### src/mada_pkg.sv
// ----------------------------------------------------------------------------
// mada_pkg
// Shared types and constants of the moving average deviation alarm unit.
// ----------------------------------------------------------------------------
`default_nettype none

package mada_pkg;

    localparam int SAMPLE_W = 16;
    localparam int THRESH_W = 16;

    typedef logic signed [SAMPLE_W-1:0] sample_t;
    typedef logic        [THRESH_W-1:0] thresh_t;

    // Threshold after reset
    localparam thresh_t THRESH_RESET = 16'd30;

endpackage

`default_nettype wire

### src/mada_cell.sv
// ----------------------------------------------------------------------------
// mada_cell
// One window cell: holds a pair average and hands it on when the row shifts.
// ----------------------------------------------------------------------------
`default_nettype none

module mada_cell
    import mada_pkg::*;
(
    input  wire     clk,
    input  wire     shift_en,
    input  sample_t data_in,
    output sample_t data_out
);

    sample_t value_reg;

    // Take the neighbour's value on every shift
    always_ff @(posedge clk)
    begin
        if (shift_en)
        begin
            value_reg <= data_in;
        end
    end

    assign data_out = value_reg;

endmodule

`default_nettype wire

### src/mada_cell_row.sv
// ----------------------------------------------------------------------------
// mada_cell_row
// Row of DEPTH cells forming the sample window; the tail is the oldest entry.
// ----------------------------------------------------------------------------
`default_nettype none

module mada_cell_row
    import mada_pkg::*;
#(
    parameter int DEPTH = 10
)
(
    input  wire     clk,
    input  wire     shift_en,
    input  sample_t head,
    output sample_t tail
);

    sample_t link [DEPTH+1];

    assign link[0] = head;

    for (genvar i = 0; i < DEPTH; i++)
    begin : g_cell
        mada_cell u_cell
        (
            .clk      (clk),
            .shift_en (shift_en),
            .data_in  (link[i]),
            .data_out (link[i+1])
        );
    end

    assign tail = link[DEPTH];

endmodule

`default_nettype wire

### src/moving_average_deviation_alarm_unit.sv
// ----------------------------------------------------------------------------
// moving_average_deviation_alarm_unit
// Moving average of paired sensor samples with a deviation alarm.
// ----------------------------------------------------------------------------
// Each request carries a right and a left sample. The unit takes one request
// per clock while sample_stall is low and returns one result per request, in
// order. The pair average enters a row of WINDOW cells that shift once per
// request; the cell at the far end holds the oldest entry, which drops out of
// a running sum as the new one comes in once the window is full. The window
// mean (truncated toward zero) is taken by a reciprocal multiply. The stages
// are: running sum, sum magnitude, multiply, mean and difference, then the
// output register with absolute deviation and threshold compare. For the
// first WINDOW requests compared, window_average, deviation and danger read
// zero. The threshold is written on the cfg channel, which is always ready;
// write it only while no request is in flight. A stall on the result side
// holds the pipeline only where stages are occupied, so empty stages keep
// taking requests.
// ----------------------------------------------------------------------------
`default_nettype none

module moving_average_deviation_alarm_unit
    import mada_pkg::*;
#(
    parameter int WINDOW = 10
)
(
    input  wire     clk,
    input  wire     rst_n,

    // Configuration write channel
    input  wire     cfg_valid,
    output logic    cfg_ready,
    input  thresh_t cfg_data,

    // Request channel
    input  wire     sample_valid,
    output logic    sample_stall,
    input  sample_t right_sample,
    input  sample_t left_sample,

    // Result channel
    output logic    result_valid,
    input  wire     result_stall,
    output sample_t pair_average,
    output sample_t window_average,
    output thresh_t deviation,
    output logic    compared,
    output logic    danger
);

    // ------------------------------------------------------------------
    // Derived widths. The sum magnitude never exceeds WINDOW * 2^15.
    // ------------------------------------------------------------------
    localparam int LOG_W   = $clog2(WINDOW);
    localparam int CNT_W   = $clog2(WINDOW + 1);
    localparam int MAG_W   = SAMPLE_W + LOG_W;
    localparam int SUM_W   = MAG_W + 1;
    localparam int SHIFT   = MAG_W + LOG_W;
    localparam int RECIP_W = MAG_W + 2;
    localparam int PROD_W  = MAG_W + RECIP_W;
    localparam int QUOT_W  = SAMPLE_W + 1;

    // ceil(2^SHIFT / WINDOW): exact floor division for any MAG_W-bit value
    localparam logic [63:0] RECIP_FULL =
        ((64'd1 << SHIFT) + 64'(WINDOW) - 64'd1) / 64'(WINDOW);
    localparam logic [RECIP_W-1:0] RECIP = RECIP_FULL[RECIP_W-1:0];

    localparam logic [CNT_W-1:0] SEEN_FULL = CNT_W'(WINDOW);

    // ------------------------------------------------------------------
    // Stage enables: a stage advances when empty or when the next advances
    // ------------------------------------------------------------------
    logic s1_valid_reg, s1_valid_next;
    logic s2_valid_reg, s2_valid_next;
    logic s3_valid_reg, s3_valid_next;
    logic s4_valid_reg, s4_valid_next;
    logic out_valid_reg, out_valid_next;

    logic en_out, en4, en3, en2, en1;
    logic accept;

    assign en_out = !out_valid_reg || !result_stall;
    assign en4    = !s4_valid_reg  || en_out;
    assign en3    = !s3_valid_reg  || en4;
    assign en2    = !s2_valid_reg  || en3;
    assign en1    = !s1_valid_reg  || en2;

    assign sample_stall = !en1;
    assign accept       = sample_valid && en1;

    assign s1_valid_next  = en1    ? accept       : s1_valid_reg;
    assign s2_valid_next  = en2    ? s1_valid_reg : s2_valid_reg;
    assign s3_valid_next  = en3    ? s2_valid_reg : s3_valid_reg;
    assign s4_valid_next  = en4    ? s3_valid_reg : s4_valid_reg;
    assign out_valid_next = en_out ? s4_valid_reg : out_valid_reg;

    // ------------------------------------------------------------------
    // Configuration: single register, always ready
    // ------------------------------------------------------------------
    thresh_t threshold_reg, threshold_next;

    assign cfg_ready      = 1'b1;
    assign threshold_next = (cfg_valid && cfg_ready) ? cfg_data : threshold_reg;

    // ------------------------------------------------------------------
    // Accept: pair average, window shift, running sum
    // ------------------------------------------------------------------
    logic signed [SAMPLE_W:0] pair_sum;
    logic signed [SAMPLE_W:0] pair_adj;
    sample_t                  pair;
    sample_t                  oldest;
    logic                     full;

    logic [CNT_W-1:0]        seen_reg, seen_next;
    logic signed [SUM_W-1:0] run_sum_reg, run_sum_next;
    logic signed [SUM_W-1:0] drop_term;

    // Truncate toward zero: bump negative sums before the halving shift
    assign pair_sum = {right_sample[SAMPLE_W-1], right_sample}
                    + {left_sample[SAMPLE_W-1], left_sample};
    assign pair_adj = pair_sum + {{SAMPLE_W{1'b0}}, pair_sum[SAMPLE_W]};
    assign pair     = pair_adj[SAMPLE_W:1];

    assign full = (seen_reg == SEEN_FULL);

    mada_cell_row #(
        .DEPTH (WINDOW)
    ) u_row (
        .clk      (clk),
        .shift_en (accept),
        .head     (pair),
        .tail     (oldest)
    );

    // Drop the oldest entry once the window is full
    assign drop_term = full ? SUM_W'(oldest) : '0;

    always_comb
    begin
        run_sum_next = run_sum_reg;
        seen_next    = seen_reg;
        if (accept)
        begin
            run_sum_next = run_sum_reg - drop_term + SUM_W'(pair);
            if (!full)
            begin
                seen_next = seen_reg + CNT_W'(1);
            end
        end
    end

    // ------------------------------------------------------------------
    // Pipeline payload
    // ------------------------------------------------------------------
    sample_t                 s1_pair_reg;
    logic                    s1_full_reg;
    logic signed [SUM_W-1:0] s1_sum_reg;

    sample_t                 s2_pair_reg;
    logic                    s2_full_reg;
    logic                    s2_neg_reg;
    logic [MAG_W-1:0]        s2_mag_reg;
    logic signed [SUM_W-1:0] s2_mag_wide;

    sample_t                 s3_pair_reg;
    logic                    s3_full_reg;
    logic                    s3_neg_reg;
    logic [PROD_W-1:0]       s3_prod_reg;

    sample_t                  s4_pair_reg;
    logic                     s4_full_reg;
    sample_t                  s4_mean_reg;
    logic signed [QUOT_W-1:0] s4_diff_reg;
    logic [QUOT_W-1:0]        quot;
    logic signed [QUOT_W-1:0] mean_full;
    logic signed [QUOT_W-1:0] diff_next;

    sample_t                  pair_out_reg;
    sample_t                  mean_out_reg;
    thresh_t                  dev_out_reg;
    logic                     compared_out_reg;
    logic                     danger_out_reg;
    logic signed [QUOT_W-1:0] diff_abs;
    thresh_t                  dev_next;

    // Magnitude of the running sum
    assign s2_mag_wide = s1_sum_reg[SUM_W-1] ? -s1_sum_reg : s1_sum_reg;

    // Quotient, sign restore and difference to the pair average
    assign quot      = s3_prod_reg[SHIFT +: QUOT_W];
    assign mean_full = s3_neg_reg ? -$signed(quot) : $signed(quot);
    assign diff_next = mean_full - QUOT_W'(s3_pair_reg);

    // Absolute deviation
    assign diff_abs = s4_diff_reg[QUOT_W-1] ? -s4_diff_reg : s4_diff_reg;
    assign dev_next = diff_abs[THRESH_W-1:0];

    always_ff @(posedge clk)
    begin
        if (en1)
        begin
            s1_pair_reg <= pair;
            s1_full_reg <= full;
            s1_sum_reg  <= run_sum_next;
        end
        if (en2)
        begin
            s2_pair_reg <= s1_pair_reg;
            s2_full_reg <= s1_full_reg;
            s2_neg_reg  <= s1_sum_reg[SUM_W-1];
            s2_mag_reg  <= s2_mag_wide[MAG_W-1:0];
        end
        if (en3)
        begin
            s3_pair_reg <= s2_pair_reg;
            s3_full_reg <= s2_full_reg;
            s3_neg_reg  <= s2_neg_reg;
            s3_prod_reg <= PROD_W'(s2_mag_reg) * PROD_W'(RECIP);
        end
        if (en4)
        begin
            s4_pair_reg <= s3_pair_reg;
            s4_full_reg <= s3_full_reg;
            // Warm-up: report zero mean and difference
            s4_mean_reg <= s3_full_reg ? mean_full[SAMPLE_W-1:0] : '0;
            s4_diff_reg <= s3_full_reg ? diff_next : '0;
        end
        if (en_out)
        begin
            pair_out_reg     <= s4_pair_reg;
            mean_out_reg     <= s4_mean_reg;
            dev_out_reg      <= dev_next;
            compared_out_reg <= s4_full_reg;
            danger_out_reg   <= s4_full_reg && (dev_next > threshold_reg);
        end
    end

    // ------------------------------------------------------------------
    // Control registers
    // ------------------------------------------------------------------
    always_ff @(posedge clk or negedge rst_n)
    begin
        if (!rst_n)
        begin
            s1_valid_reg  <= 1'b0;
            s2_valid_reg  <= 1'b0;
            s3_valid_reg  <= 1'b0;
            s4_valid_reg  <= 1'b0;
            out_valid_reg <= 1'b0;
            seen_reg      <= '0;
            run_sum_reg   <= '0;
            threshold_reg <= THRESH_RESET;
        end
        else
        begin
            s1_valid_reg  <= s1_valid_next;
            s2_valid_reg  <= s2_valid_next;
            s3_valid_reg  <= s3_valid_next;
            s4_valid_reg  <= s4_valid_next;
            out_valid_reg <= out_valid_next;
            seen_reg      <= seen_next;
            run_sum_reg   <= run_sum_next;
            threshold_reg <= threshold_next;
        end
    end

    // ------------------------------------------------------------------
    // Result ports
    // ------------------------------------------------------------------
    assign result_valid   = out_valid_reg;
    assign pair_average   = pair_out_reg;
    assign window_average = mean_out_reg;
    assign deviation      = dev_out_reg;
    assign compared       = compared_out_reg;
    assign danger         = danger_out_reg;

endmodule

`default_nettype wire

### config.mk
export PLATFORM = sky130hd
export DESIGN_NAME = moving_average_deviation_alarm_unit
export DESIGN_NICKNAME = d
export VERILOG_FILES = /design/src/mada_pkg.sv /design/src/mada_cell.sv /design/src/mada_cell_row.sv /design/src/moving_average_deviation_alarm_unit.sv
export SDC_FILE = /design/constraint.sdc
export NUM_CORES = 1
export LEC_CHECK = 0
export BUFFER_PORTS_ARGS = -buffer_cell sky130_fd_sc_hd__buf_2
export CORE_UTILIZATION = 35
export CTS_CLUSTER_DIAMETER = 100
export DETAILED_ROUTE_END_ITERATION = 10
export SYNTH_ARGS = -nofsm -noshare
export SYNTH_HDL_FRONTEND = slang
export SYNTH_HIERARCHICAL = 1
export SYNTH_SLANG_ARGS = --single-unit
### constraint.sdc
create_clock -name clk -period 21.1 [get_ports clk]
set_clock_uncertainty 0.1 [all_clocks]
set_input_delay 2.11 -clock clk [delete_from_list [all_inputs] [get_ports clk]]
set_output_delay 2.11 -clock clk [all_outputs]
set_load 0.02 [all_outputs]
==> impl_metrics.ini <==
[synth]
async_flop_share_pct = 11.0
synth.lib_cells_used.distinct = 74
post_synth_main_area_contributors = sky130_fd_sc_hd__edfxtp_1, sky130_fd_sc_hd__ha_1, sky130_fd_sc_hd__fa_1
netlist_instances = 1967
synth.cell_area_sq_um = 25100
ys_dominant_reg_cell = sky130_fd_sc_hd__edfxtp_1
synth.ff_latch_count = 417
share_of_the_synthesized_area_in_the_top_cell_type_pct = 44.4
synth.yosys.warnings = 6
post_synth.cell_area_avg_sq_um = 12.7
ys_top_cells_by_count = sky130_fd_sc_hd__inv_1, sky130_fd_sc_hd__edfxtp_1, sky130_fd_sc_hd__ha_1, sky130_fd_sc_hd__fa_1, sky130_fd_sc_hd__xnor2_1
synth_top_area_cell = sky130_fd_sc_hd__edfxtp_1
most_instantiated_library_cell_after_synthesis = sky130_fd_sc_hd__inv_1
synth_edf_count = 371
synth_nets = 2456
synth-seq-area-share_pct = 49.1

[global_route]
grt_pass1_wl_mm = 79.0
grt_antenna_before_repair = 1
pin_count_of_the_biggest_net_entering_global_routing = 93
gr-total-overflow = 0
via_count_of_the_first_global_routing_pass = 14900
globalRouteTotalUtil_pct = 13.5

[placed_design]
io_buffers = 104
dpl.hpwl_mm = 38.0
placed_area_sq_um = 26700
total_instance_count_after_detailed_placement = 2997
routabilityCongestion = 0.896

[cells_and_area]
final_net_count = 2589
largest_register_ffs = 160
filler_cell_count = 6684
layout-area-overhead-vs-synth_pct = 12.3
antenna-diode-count = 0
fin_area_sq_um = 28100
final_cell_count_no_fill = 3072
layout-drive-gt1-share_pct = 9.85

[clock_network]
ctsLongestPathBuffers = 3
cts.repair.resized = 0
cts_max_level = 2
cts.sink_count = 417
ctsHoldBuffers = 0
path_clk_slew_ns = 0.06
cts.root.buffer_cell = sky130_fd_sc_hd__clkbuf_16
post_cts_buffers = 0
clock_latency_ns = 0.54
cts_tree = yes
tritoncts.num_buffers = 41

[status]
outcome = completed

[timing]
report.final.setup_viol = 0
maxSlewViolCount = 0
slew_worst_pin_ns = 1.08
grt_setup_unrepaired = false
period_share_pct = 38.3
timing_hold_violations_final = 0
fmax_mhz = 124
finalSetupTns_ns = 0
max_slew_margin_pct = 28.1
period_minus_slack_ns = 8.09

[critical_path]
cp_max_fo = 5
critical_path.startpoint_type = input port
setup.reg_to_reg.worst_slack_ns = 14.23
endpoint_kind = flip-flop
worstPathArrival_ns = 8.36
crit_required_ns = 21.38
worst-setup-path-type = input port to flip-flop

[detailed_routing]
route.detailed.wl_per_inst_um = 15.6
firstDrtPassIters = 5
remaining_drc_errors = 0
drt-initial-drc-count = 739
routed_wirelength_mm = 47.9
met3_length_mm = 1.74
antenna_violating_nets_post_route = 0
drt-vias-per-instance = 4.63
met2_length_mm = 22.4
routedLengthMet1_mm = 22.6
top_signal_layer_used = met4
dr_total_vias = 14200

[die]
initial_core_util_pct = 35.6
placementRows = 97
design.die.area_sq_um = 72700
die_height_um = 270
placeable_core_region_sq_um = 70400
design.portCount = 106
die_width_um = 270

[worst_hold_path]
holdCritPathClass = flip-flop to flip-flop

[flow_run]
maxCapViolations = 0
[kinds of logic (layout without fill, tap and decap cells)]
group	Yosys count	count (layout)	synth area share (%)
DFF	417	417	49.1
muxes	9	9	0.379
adders and majority gates	436	436	26.6
other	1	1	0.0150
xor gates and xnor gates	131	131	4.58
and+or+nand+nor	312	312	6.60
AOI/OAI and AO/OA	250	250	6.49
buffers and inverters	411	576	6.29
[critical path, cell delays in order]
cell and delay, ns:
sky130_fd_sc_hd__buf_2 0.10, sky130_fd_sc_hd__ha_1 0.22, sky130_fd_sc_hd__inv_1 0.08, sky130_fd_sc_hd__fa_1 0.22, sky130_fd_sc_hd__nor2b_1 0.08, sky130_fd_sc_hd__o31a_1 0.35, sky130_fd_sc_hd__o211ai_1 0.32, sky130_fd_sc_hd__a31oi_1 0.18
sky130_fd_sc_hd__o22ai_2 0.33, sky130_fd_sc_hd__and2_1 0.21, sky130_fd_sc_hd__ha_1 0.14, sky130_fd_sc_hd__inv_1 0.06, sky130_fd_sc_hd__nor3_1 0.34, sky130_fd_sc_hd__and4_1 0.39, sky130_fd_sc_hd__mux2i_1 0.21, sky130_fd_sc_hd__nand2_1 0.10
sky130_fd_sc_hd__xnor2_1 0.16, sky130_fd_sc_hd__fa_1 0.54, sky130_fd_sc_hd__inv_1 0.04, sky130_fd_sc_hd__ha_1 0.31, sky130_fd_sc_hd__nand4_1 0.21, sky130_fd_sc_hd__a211oi_1 0.35, sky130_fd_sc_hd__o41ai_1 0.15, sky130_fd_sc_hd__o2111ai_1 0.36
sky130_fd_sc_hd__nand4_1 0.15, sky130_fd_sc_hd__a21oi_1 0.21, sky130_fd_sc_hd__mux2i_1 0.23, sky130_fd_sc_hd__xor2_1 0.20
[per-layer routing]
layer	up-vias	GRT usage [%]
li1	6966	-
met1	6959	18.7
met2	231	22.0
met3	70	2.00
met4	0	3.87
met5	-	0
[cells in the final DEF (no fill, tap or decap), types with 9 or more instances in the layout]
cell,instances
sky130_fd_sc_hd__nor2_1,47
sky130_fd_sc_hd__nand2_1,84
sky130_fd_sc_hd__o31ai_1,15
sky130_fd_sc_hd__xor2_1,34
sky130_fd_sc_hd__clkbuf_1,9
sky130_fd_sc_hd__edfxtp_1,371
sky130_fd_sc_hd__fa_1,161
sky130_fd_sc_hd__a31oi_1,10
sky130_fd_sc_hd__nor2b_1,9
sky130_fd_sc_hd__a21oi_1,48
sky130_fd_sc_hd__and2_1,50
sky130_fd_sc_hd__o21bai_1,11
sky130_fd_sc_hd__ha_1,275
sky130_fd_sc_hd__a21o_1,19
sky130_fd_sc_hd__nor3_1,23
sky130_fd_sc_hd__clkbuf_16,42
sky130_fd_sc_hd__nand2b_1,21
sky130_fd_sc_hd__buf_2,104
sky130_fd_sc_hd__nand3_1,16
sky130_fd_sc_hd__o21ai_0,90
sky130_fd_sc_hd__dfrtp_1,42
sky130_fd_sc_hd__inv_1,388
sky130_fd_sc_hd__xnor2_1,97
sky130_fd_sc_hd__nand4_1,15
[worst paths after layout]
kind | from | to | depth (start not counted)
worst max register to register | s2_mag_reg[11] | s3_prod_reg[34] | 23
worst min register to register | u_row/g_cell[2].u_cell/data_out[13] | u_row/g_cell[3].u_cell/data_out[13] | 0
worst max-delay path | right_sample[0] | s1_sum_reg[20] | 28
min in group asynchronous | rst_n | s4_valid_reg | 2
worst min-delay path | u_row/g_cell[2].u_cell/data_out[13] | u_row/g_cell[3].u_cell/data_out[13] | 0
max in group asynchronous | rst_n | run_sum_reg[4] | 2
[layout make-up]
type | count | area, sq um | share of cell area, %
multi-input combinational | 1139 | 11200 | 39.8
clock buffer | 53 | 1110 | 3.95
tap | 940 | 1180 | 4.18
timing repair buffer | 111 | 573 | 2.04
sequential | 417 | 12300 | 43.7
inverter | 390 | 1470 | 5.22
clock inverter | 22 | 318 | 1.13
[stage by stage]
step,setup WS [ns],util [%],hold slack [ns]
CTS,13.03,40.0,0.304
detailed placement,12.47,37.9,0.305
finish,13.01,40.0,0.306
global placement,12.70,37.9,0.301
floorplan,11.96,-,0.300
global route,12.47,40.0,0.312
Power is left out: the tool's default activity adds up to more than one toggle a clock period on the data nets, which glitch-free logic cannot reach.
